[src/design/sha1bs_pkg.sv]
// shared types, constants and codes for the sha-1 byte stream hasher
// no dependencies; imported by sha1bs_compress and sha1_byte_stream_hasher_core

package sha1bs_pkg;

	localparam int unsigned WORD_W    = 32;
	localparam int unsigned NUM_H     = 5;
	localparam int unsigned BLK_WORDS = 16;
	localparam int unsigned ROUNDS    = 80;
	localparam int unsigned RND_W     = $clog2(ROUNDS);
	localparam int unsigned IDX_W     = $clog2(NUM_H);

	// initial chaining value, entry 0 is the first word
	localparam logic [NUM_H-1:0][WORD_W-1:0] H_INIT = {
		32'hc3d2e1f0, 32'h10325476, 32'h98badcfe, 32'hefcdab89, 32'h67452301
	};

	localparam logic [WORD_W-1:0] K_0 = 32'h5a827999;
	localparam logic [WORD_W-1:0] K_1 = 32'h6ed9eba1;
	localparam logic [WORD_W-1:0] K_2 = 32'h8f1bbcdc;
	localparam logic [WORD_W-1:0] K_3 = 32'hca62c1d6;

	localparam logic [7:0] PAD_BYTE   = 8'h80;
	localparam logic [5:0] LEN_POS    = 6'd56;
	localparam logic [5:0] BLK_LAST   = 6'd63;

	typedef enum logic [1:0] {
		CMD_APPEND     = 2'd0,
		CMD_APPEND_FIN = 2'd1,
		CMD_FINISH     = 2'd2
	} cmd_t;

	typedef enum logic [2:0] {
		ST_IDLE,
		ST_PAD,
		ST_ROUND,
		ST_WAIT,
		ST_OUT
	} state_t;

	typedef enum logic [1:0] {
		PH_ONE,
		PH_ZERO,
		PH_LEN
	} pad_ph_t;

	// sequencer to compression engine
	typedef struct packed {
		logic              word_push;
		logic [WORD_W-1:0] word;
		logic              load;
		logic              step;
		logic [RND_W-1:0]  rnd;
		logic              add;
		logic              init;
	} cmp_ctrl_t;

endpackage

[src/design/sha1bs_compress.sv]
// sha-1 compression engine: schedule window, working variables, chaining value
// one round per step through a single shared round adder; uses sha1bs_pkg

module sha1bs_compress (
	input  logic                                                 clk,
	input  logic                                                 arst_n,
	input  sha1bs_pkg::cmp_ctrl_t                                ctrl,
	output logic [sha1bs_pkg::NUM_H-1:0][sha1bs_pkg::WORD_W-1:0] chain
);
	import sha1bs_pkg::*;

	logic [WORD_W-1:0] win_q [BLK_WORDS];
	logic [WORD_W-1:0] a_q, b_q, c_q, d_q, e_q;
	logic [NUM_H-1:0][WORD_W-1:0] chain_q;
	logic [WORD_W-1:0] mix, sched, f, k, t;

	// round function and schedule expansion
	always_comb begin
		mix   = win_q[13] ^ win_q[8] ^ win_q[2] ^ win_q[0];
		sched = {mix[WORD_W-2:0], mix[WORD_W-1]};
		if (ctrl.rnd < RND_W'(20)) begin
			f = ((c_q ^ d_q) & b_q) ^ d_q;
			k = K_0;
		end else if (ctrl.rnd < RND_W'(40)) begin
			f = b_q ^ c_q ^ d_q;
			k = K_1;
		end else if (ctrl.rnd < RND_W'(60)) begin
			f = (b_q & c_q) | (d_q & (b_q | c_q));
			k = K_2;
		end else begin
			f = b_q ^ c_q ^ d_q;
			k = K_3;
		end
		t = {a_q[WORD_W-6:0], a_q[WORD_W-1:WORD_W-5]} + f + e_q + win_q[0] + k;
	end

	// window doubles as the block buffer while bytes come in
	always_ff @(posedge clk) begin
		if (ctrl.word_push || ctrl.step) begin
			for (int i = 0; i < BLK_WORDS - 1; i++)
				win_q[i] <= win_q[i+1];
			win_q[BLK_WORDS-1] <= ctrl.step ? sched : ctrl.word;
		end
		if (ctrl.load) begin
			a_q <= chain_q[0];
			b_q <= chain_q[1];
			c_q <= chain_q[2];
			d_q <= chain_q[3];
			e_q <= chain_q[4];
		end else if (ctrl.step) begin
			a_q <= t;
			b_q <= a_q;
			c_q <= {b_q[1:0], b_q[WORD_W-1:2]};
			d_q <= c_q;
			e_q <= d_q;
		end
	end

	always_ff @(posedge clk or negedge arst_n) begin
		if (!arst_n) begin
			chain_q <= H_INIT;
		end else if (ctrl.init) begin
			chain_q <= H_INIT;
		end else if (ctrl.add) begin
			chain_q[0] <= chain_q[0] + a_q;
			chain_q[1] <= chain_q[1] + b_q;
			chain_q[2] <= chain_q[2] + c_q;
			chain_q[3] <= chain_q[3] + d_q;
			chain_q[4] <= chain_q[4] + e_q;
		end
	end

	assign chain = chain_q;

endmodule

[src/design/sha1_byte_stream_hasher_core.sv]
// top level of the sha-1 byte stream hasher: byte packing, padding sequencer,
// length counter and digest output; uses sha1bs_pkg and sha1bs_compress
//
// usage
//   input request: cmd and data_byte, taken when in_valid is high and in_stall low.
//   cmd append adds data_byte to the message, append-and-finish adds it and then
//   closes the message, finish closes it without a byte; the unused code is taken
//   and dropped. output requests are the five digest words, most significant
//   first, with word_index 0..4 and last_word on the fifth.
// timing
//   the byte that completes a 64-byte block keeps in_stall high while the single
//   round adder runs the rounds of the block, one round per cycle, before new input
//   is taken. a finish then issues one padding byte per cycle while no compression
//   runs (0x80, zeros, eight length bytes, with a step that pushes nothing
//   before the length), runs one or two compressions, passes through the wait
//   state for the chaining add and offers the five words, one per cycle when
//   out_stall is low.
// stall and reset
//   while out_stall is high the current digest word and its tags hold, and no
//   input is taken until the fifth word has gone. after the fifth word the block
//   is back at the initial hash value, ready for a new message.
//   arst_n low returns the block to idle with the initial hash value and a zero
//   length; no clearing pass is needed.

module sha1_byte_stream_hasher_core (
	input  logic        clk,
	input  logic        arst_n,
	input  logic        in_valid,
	output logic        in_stall,
	input  logic [1:0]  cmd,
	input  logic [7:0]  data_byte,
	output logic        out_valid,
	input  logic        out_stall,
	output logic [31:0] digest_word,
	output logic [2:0]  word_index,
	output logic        last_word
);
	import sha1bs_pkg::*;

	state_t  state_q, state_d;
	pad_ph_t ph_q, ph_d;

	logic             fin_q;       // message is being closed
	logic             last_q;      // block in flight holds the length
	logic             add_pend_q;  // chaining add due this cycle
	logic [2:0]       len_cnt_q;   // length bytes sent
	logic [RND_W-1:0] rnd_q;
	logic [5:0]       cnt_q;       // bytes held in the current block
	logic [63:0]      len_q;       // message length in bits
	logic [IDX_W-1:0] out_idx_q;
	logic [23:0]      acc_q;       // partial word, newest byte lowest

	// sequencer decisions
	logic       push;
	logic [7:0] push_byte;
	logic       take;
	logic       fin_set;
	logic       len_shift;
	logic       last_set;
	logic       step;
	logic       round_end;
	logic       out_take;
	logic       clr;
	logic       cnt_full;

	cmp_ctrl_t                    ctrl;
	logic [NUM_H-1:0][WORD_W-1:0] chain;

	assign cnt_full = (cnt_q == BLK_LAST);

	always_ff @(posedge clk or negedge arst_n) begin
		if (!arst_n) begin
			state_q <= ST_IDLE;
		end else begin
			state_q <= state_d;
		end
	end

	always_comb begin
		state_d   = state_q;
		ph_d      = ph_q;
		in_stall  = 1'b1;
		out_valid = 1'b0;
		push      = 1'b0;
		push_byte = 8'h00;
		take      = 1'b0;
		fin_set   = 1'b0;
		len_shift = 1'b0;
		last_set  = 1'b0;
		step      = 1'b0;
		round_end = 1'b0;
		out_take  = 1'b0;
		clr       = 1'b0;
		unique case (state_q)
			ST_IDLE: begin
				in_stall = 1'b0;
				if (in_valid) begin
					if (cmd == CMD_APPEND || cmd == CMD_APPEND_FIN) begin
						push      = 1'b1;
						push_byte = data_byte;
						take      = 1'b1;
					end
					if (cmd == CMD_APPEND_FIN || cmd == CMD_FINISH) begin
						fin_set = 1'b1;
						ph_d    = PH_ONE;
					end
				end
				if (push && cnt_full)
					state_d = ST_ROUND;
				else if (fin_set)
					state_d = ST_PAD;
			end
			ST_PAD: begin
				unique case (ph_q)
					PH_ONE: begin
						push      = 1'b1;
						push_byte = PAD_BYTE;
						ph_d      = PH_ZERO;
					end
					PH_ZERO: begin
						// zero fill stops where the length field begins
						if (cnt_q == LEN_POS)
							ph_d = PH_LEN;
						else
							push = 1'b1;
					end
					PH_LEN: begin
						push      = 1'b1;
						push_byte = len_q[63:56];
						len_shift = 1'b1;
						last_set  = (len_cnt_q == 3'd7);
					end
					default: ph_d = PH_ONE;
				endcase
				if (push && cnt_full)
					state_d = ST_ROUND;
			end
			ST_ROUND: begin
				step = 1'b1;
				if (rnd_q == RND_W'(ROUNDS - 1)) begin
					round_end = 1'b1;
					if (last_q)
						state_d = ST_WAIT;
					else if (fin_q)
						state_d = ST_PAD;
					else
						state_d = ST_IDLE;
				end
			end
			ST_WAIT: state_d = ST_OUT;
			ST_OUT: begin
				out_valid = 1'b1;
				if (!out_stall) begin
					out_take = 1'b1;
					if (out_idx_q == IDX_W'(NUM_H - 1)) begin
						clr     = 1'b1;
						state_d = ST_IDLE;
					end
				end
			end
			default: state_d = ST_IDLE;
		endcase
	end

	always_ff @(posedge clk or negedge arst_n) begin
		if (!arst_n) begin
			ph_q       <= PH_ONE;
			fin_q      <= 1'b0;
			last_q     <= 1'b0;
			add_pend_q <= 1'b0;
			len_cnt_q  <= 3'd0;
			rnd_q      <= '0;
			cnt_q      <= 6'd0;
			len_q      <= 64'd0;
			out_idx_q  <= '0;
		end else begin
			ph_q       <= ph_d;
			add_pend_q <= round_end;
			if (push)
				cnt_q <= cnt_q + 6'd1;
			if (take)
				len_q <= len_q + 64'd8;
			else if (len_shift)
				len_q <= {len_q[55:0], 8'h00};
			else if (clr)
				len_q <= 64'd0;
			if (fin_set) begin
				fin_q     <= 1'b1;
				len_cnt_q <= 3'd0;
			end else if (len_shift) begin
				len_cnt_q <= len_cnt_q + 3'd1;
			end
			if (last_set)
				last_q <= 1'b1;
			if (clr) begin
				fin_q  <= 1'b0;
				last_q <= 1'b0;
			end
			if (step)
				rnd_q <= round_end ? '0 : rnd_q + RND_W'(1);
			if (out_take)
				out_idx_q <= clr ? '0 : out_idx_q + IDX_W'(1);
		end
	end

	// byte packing, big-endian within each word
	always_ff @(posedge clk) begin
		if (push)
			acc_q <= {acc_q[15:0], push_byte};
	end

	always_comb begin
		ctrl.word_push = push && (cnt_q[1:0] == 2'b11);
		ctrl.word      = {acc_q, push_byte};
		ctrl.load      = push && cnt_full;
		ctrl.step      = step;
		ctrl.rnd       = rnd_q;
		ctrl.add       = add_pend_q;
		ctrl.init      = clr;
	end

	sha1bs_compress u_compress (
		.clk    (clk),
		.arst_n (arst_n),
		.ctrl   (ctrl),
		.chain  (chain)
	);

	assign digest_word = chain[out_idx_q];
	assign word_index  = out_idx_q;
	assign last_word   = (out_idx_q == IDX_W'(NUM_H - 1));

	// no input is taken while a digest is on offer
	a_no_overlap: assert property (@(posedge clk) disable iff (!arst_n)
		!(out_valid && !in_stall))
		else $error("input taken while digest pending");

	a_rnd_range: assert property (@(posedge clk) disable iff (!arst_n)
		(state_q == ST_ROUND) |-> (rnd_q < RND_W'(ROUNDS)))
		else $error("round counter out of range");

	// the length block always ends on a block boundary
	a_out_aligned: assert property (@(posedge clk) disable iff (!arst_n)
		(state_q == ST_OUT) |-> (cnt_q == 6'd0))
		else $error("digest offered with bytes in block");

	a_clean_restart: assert property (@(posedge clk) disable iff (!arst_n)
		(out_valid && !out_stall && last_word) |=> (len_q == 64'd0 && !fin_q && !last_q))
		else $error("state not cleared after digest");

endmodule

[config.mk]
export PLATFORM = sky130hd
export DESIGN_NAME = sha1_byte_stream_hasher_core
export DESIGN_NICKNAME = d
export VERILOG_FILES = /design/src/design/sha1bs_pkg.sv /design/src/design/sha1bs_compress.sv /design/src/design/sha1_byte_stream_hasher_core.sv
export SDC_FILE = /design/constraint.sdc
export NUM_CORES = 2
export LEC_CHECK = 0
export ABC_AREA = 1
export BUFFER_PORTS_ARGS = -buffer_cell sky130_fd_sc_hd__buf_2
export CORE_AREA = 2 2 391 354
export DETAILED_ROUTE_END_ITERATION = 16
export DIE_AREA = 0 0 393 356
export PLACE_DENSITY_LB_ADDON = 0.05
export SKIP_CTS_REPAIR_TIMING = 1
export SLEW_MARGIN = 40
export SYNTH_ARGS = -nofsm -noshare
export SYNTH_HDL_FRONTEND = slang
export SYNTH_SLANG_ARGS = --single-unit
[constraint.sdc]
create_clock -name clk -period 15.6 [get_ports clk]
set_input_delay 3.12 -clock clk [delete_from_list [all_inputs] [get_ports clk]]
set_output_delay 3.12 -clock clk [all_outputs]
set_load 0.02 [all_outputs]
# Word level (Yosys, flattened, before mapping)
# Memory sizes are Yosys's and may differ from the RTL's.
# Cells that the tools add are included.
# Widths: inputs -> output; s select.
[classes]
n_addsub = 14
order_cmp = 4
n_eq_ne = 23
mux = 78
n_bitwise = 12
n_reduce_logical = 20
[ops]
columns = ["cell", "count"]
rows = [
  ["$mux 32", 17],
  ["$mux 160", 2],
  ["$add 32x32->32", 9],
  ["$xor 32x32->32", 7],
  ["$mux 64", 3],
  ["$and 32x32->32", 3],
  ["$bmux 32 s3", 1],
  ["$add 64x4->64 const B", 1],
  ["$or 32x32->32", 2],
  ["$pmux 8 s2", 2],
  ["$mux 1", 31],
  ["$mux 31", 1],
  ["$mux 3", 9],
  ["$mux 8", 2],
  ["$pmux 3 s5", 1],
  ["$lt 7x6->1 const B", 2],
  ["$ne 2x2->1 const B", 7],
  ["$eq 6x6->1 const B", 2],
  ["$reduce_bool 2->1", 6],
  ["$reduce_and 5->1", 2],
  ["$eq 3x3->1 const B", 3],
  ["$mux 2", 4],
  ["$add 7x1->7 const B", 1],
  ["$eq 7x7->1 const B", 1],
  ["other kinds (19)", 32],
]
[totals]
ff_bits = 435
ramBits = 512
output_inout_bits = 38
wordCells = 173
n_memories = 1
[mem_list]
columns = ["name", "words", "width", "rd", "rd_clocked_by_memory_dff", "wr", "line", "source"]
rows = [
  ["u_compress.win_q", 16, 32, 16, 0, 16, "sha1bs_compress.sv:12", "logic [WORD_W-1:0] win_q [BLK_WORDS];"],
]

# Depth between registers and ports, before layout
[logic_depth]
ltp_word = 12
ltp_mapped = 27
mapped_depth_nobuf = 26

# Hierarchy
# A second synthesis with hierarchy kept.
[unflattened]
cells_unflattened = 6101
area_unflattened_um2 = 54208.2
[by_module_without_submodules]
columns = ["module", "instances", "cells_per_inst", "area_each_um2", "seq_area_each_um2"]
rows = [
  ["sha1bs_compress", 1, 4868, 45880.3, 24283.3],
  ["sha1_byte_stream_hasher_core", 1, 1233, 8328.0, 2922.8],
]

# Worst setup path before layout
# No wires, ideal clock.
[synth_timing]
path_kind = "input -> register"
from = "input port cmd[1]"
to = "memory u_compress.win_q[0][0] (enable)"
setup_time_ns = 3.648
arrival_ns = 12.234
slack_ns = -0.282
stages = 9
n_path_buf = 1
path_cell_list = "inv_1 ha_1 nor2_1 nor3_4 inv_2 nand2_1 buf_2 nand2_1 nand2_1"
[synth_rtl]
columns = ["element", "line", "source"]
rows = [
  ["from (decl)", "sha1_byte_stream_hasher_core.sv:30", "input logic [1:0] cmd,"],
  ["to (decl)", "sha1bs_compress.sv:12", ""],
]

# Worst setup path in the final report
[layout_timing]
from = "register out_idx_q[0] (netlist: word_index[0])"
to = "output port digest_word[4]"
[layout_via]
elab_chain_len = 2
[layout_rtl]
columns = ["element", "line", "source"]
rows = [
  ["from (decl)", "sha1_byte_stream_hasher_core.sv:50", "logic [IDX_W-1:0] out_idx_q;"],
  ["from (signal assigned)", "sha1_byte_stream_hasher_core.sv:202", "out_idx_q <= clr ? '0 : out_idx_q + IDX_W'(1);"],
  ["$bmux 32 s3", "sha1_byte_stream_hasher_core.sv:229", "assign digest_word = chain[out_idx_q];"],
  ["$mux 32 (implied by the code)", "sha1_byte_stream_hasher_core.sv:229", ""],
  ["to (decl)", "sha1_byte_stream_hasher_core.sv:34", "output logic [31:0] digest_word,"],
]
# Every way passes these cells. The select of a mux whose other input is x is not followed.

==> results by group <==
Die
  – Die Area: 140000 µm²
  – Starting Density: 39.7%
  – Die width: 393 µm
  – IO Pins: 52
  – Core ar.: 136000 µm²
  – Die height: 356 µm
  – Cell row count: 129

Synthesis
  – Post-synthesis register bit count: 944
  – Syn Std Cell Area: 54100 µm²
  – Top post-synthesis cells by area: edfxtp_1 (39%), nand2_1 (11%), dfrtp_1 (7.8%)
  – Asr flop ratio synth: 26.3%
  – Syn_area_per_cell: 8.82 µm²
  – Post-synth EDFFs: 696
  – Sequential fraction of the synthesis area: 50.3%
  – Synth Instances: 6136
  – Synth top area share: 38.6%
  – Post-Syn Nets: 6476
  – Most frequent cells after synthesis: nand2_1 (1653), inv_1 (935), edfxtp_1 (696)
  – Ys Warns: 0
  – Primary FF master, synth: edfxtp_1
  – Leading area contributor after synthesis: edfxtp_1
  – Most frequent cell after synthesis: nand2_1
  – Netlist cell types: 53

Drt
  – WL final: 191000 µm
  – Post-route DRC: 0
  – Drt first-iter violations: 4345
  – DR pass1 iterations: 7
  – Routed Antenna Nets: 0
  – Via count: 42600
  – Vias per cell: 5.25
  – Routed WL per cell: 23.6 µm

Clocking
  – Num Clock Sinks: 944
  – H-Tree Level Count: 3
  – CTS Buffer Depth: 3
  – Clk root buf: clkbuf_16
  – TritonCTS Buffers: 106
  – Clock Latency Late Sink: 0.77 ns
  – Worst-path clk slew: 0.06 ns
  – TritonCTS clock tree: built

Worst hold path
  – Hold Path Class: flop to flop

STA
  – Setup ws final: 8.51 ns
  – Fin crit period: 7.09 ns
  – RSZ-0062 raised after global routing: no
  – Final Hold Vio Count: 0
  – Final setup fails: 0
  – Slew of the pin with the lowest slew margin: 0.915 ns
  – Fmax: 0.141 GHz
  – Setup Skew: 0.0696 ns
  – Slew margin rel.: 39.0%
  – Tcrit/Tclk final: 45.5%
  – Setup tns final: 0 ns
  – Pins over their slew limit: 0

Cells and area
  – Nets: 6537
  – FILL cells: 13500
  – Fin cells: 8120
  – Final Core Density: 44.0%
  – P&R area growth vs syn: 10.8%
  – Layout cell share with drive strength beyond 1: 6.30%

GRT
  – Vias in the first global route: 40500
  – First-pass GRT wire length: 278000 µm
  – Routing usage on met3: 4.94%
  – Met2 GRT Util: 40.5%
  – Gr usage total: 27.4%
  – Global route hottest layer: met1
  – GRT Residual Overflow: 0
  – Initial antenna violation count: 5
  – Pin count of the biggest net entering global routing: 168
  – Met1 Track Usage GR: 41.1%

Worst setup path
  – Critical path fanouts, max: 79
  – Crit Path Category: flop to output pin
  – Critical path launch point type: flop
  – Crit. End Element: output pin
  – CP arrival: 3.97 ns
  – Required @ worst endpoint: 12.48 ns

Place
  – PortBufs: 51
  – DP Wirelength: 147000 µm
  – GPL Wtd Cong: 0.954
  – Pre-CTS setup slack: 8.61 ns
  – Dpl cells: 7921

Outcome
  – Outcome: completed

Job
  – Max-cap violations: 0
cell families (layout without fill, tap and decap cells):
kind of cell | after synthesis | count (layout) | share of synthesized area [%]
multiplexers | 2 | 2 | 0.0370
other | 0 | 2 | 0
flip-flops | 944 | 944 | 50.3
adder cells (fa/ha/maj) | 326 | 326 | 9.26
AO/OA/AOI/OAI | 892 | 892 | 9.17
XOR/XNOR | 188 | 188 | 3.04
buffers and inverters | 1077 | 1225 | 7.66
AND/OR/NAND/NOR | 2707 | 2707 | 20.6
critical path, cell delays in order (launching register included):
cell,delay [ns]
dfrtp_2,0.35
buf_6,0.46
clkinv_1,0.27
buf_4,0.37
o21ai_0,0.65
nand3_1,0.35
o21ai_0,0.43
buf_2,0.30
area by class of cell:
type,count,area [µm²],area share (%)
diodes,2,5.00,0.00834
clock buffers,141,2840,4.74
clock inverters,54,562,0.937
inverters,943,3540,5.91
multi-input cells,4115,22800,38.1
flip-flops and latches,944,27200,45.4
well taps,1834,2290,3.83
repair buffers,87,672,1.12
routing by layer:
layer	wire length (µm)	vias to the layer above	share of wire [%]
met5	38	-	0.020
met4	5010	6	2.6
met3	13600	229	7.1
met2	81700	1390	43
met1	91000	20600	48
li1	-	20400	-
worst paths after layout:
| kind | from | end | slack, ns | cells past startpoint |
|---|---|---|---|---|
| worst max-delay path | word_index[0] | digest_word[4] | 8.51 | 7 |
| worst min-delay path | u_compress.win_q[5][54] | u_compress.win_q[5][22] | 0.38 | 0 |
| worst max register to register | rnd_q[2] | u_compress.a_q[20] | 9.13 | 23 |
| worst min register to register | u_compress.win_q[5][54] | u_compress.win_q[5][22] | 0.38 | 0 |
| max in group asynchronous | arst_n | u_compress.chain[45] | 11.43 | 3 |
| min in group asynchronous | arst_n | u_compress.chain[154] | 2.31 | 1 |
metrics by stage:
step                cell area (µm²)  hold WS (ns)
global placement              56400         0.400
detailed placement            56500         0.405
global route                  60000         0.396
CTS                           59900         0.376
finish                        60000         0.385
floorplan                     54100         0.400
state kept, by name, summed over array words and instances (netlist names), 7 cells and up:
register	count
rnd_q	7
u_compress.e_q	32
u_compress.a_q	32
u_compress.win_q	512
u_compress.chain	160
u_compress.c_q	32
u_compress.d_q	32
u_compress.b_q	32
acc_q	24
len_q	61
cells in the final DEF, fill, tap and decap left out, types with 61 or more instances in the layout:
master	count
a21oi_1	281
clkbuf_16	106
dfstp_2	80
ha_1	202
nor2_1	444
dfrtp_1	166
nand3_1	393
fa_1	124
nand4_1	61
inv_1	932
o21ai_0	405
xor2_1	77
nor3_1	79
xnor2_1	111
edfxtp_1	696
nand2_1	1648
Power is left out: the tool's default activity adds up to more than one toggle a clock period on the data nets, which glitch-free logic cannot reach.
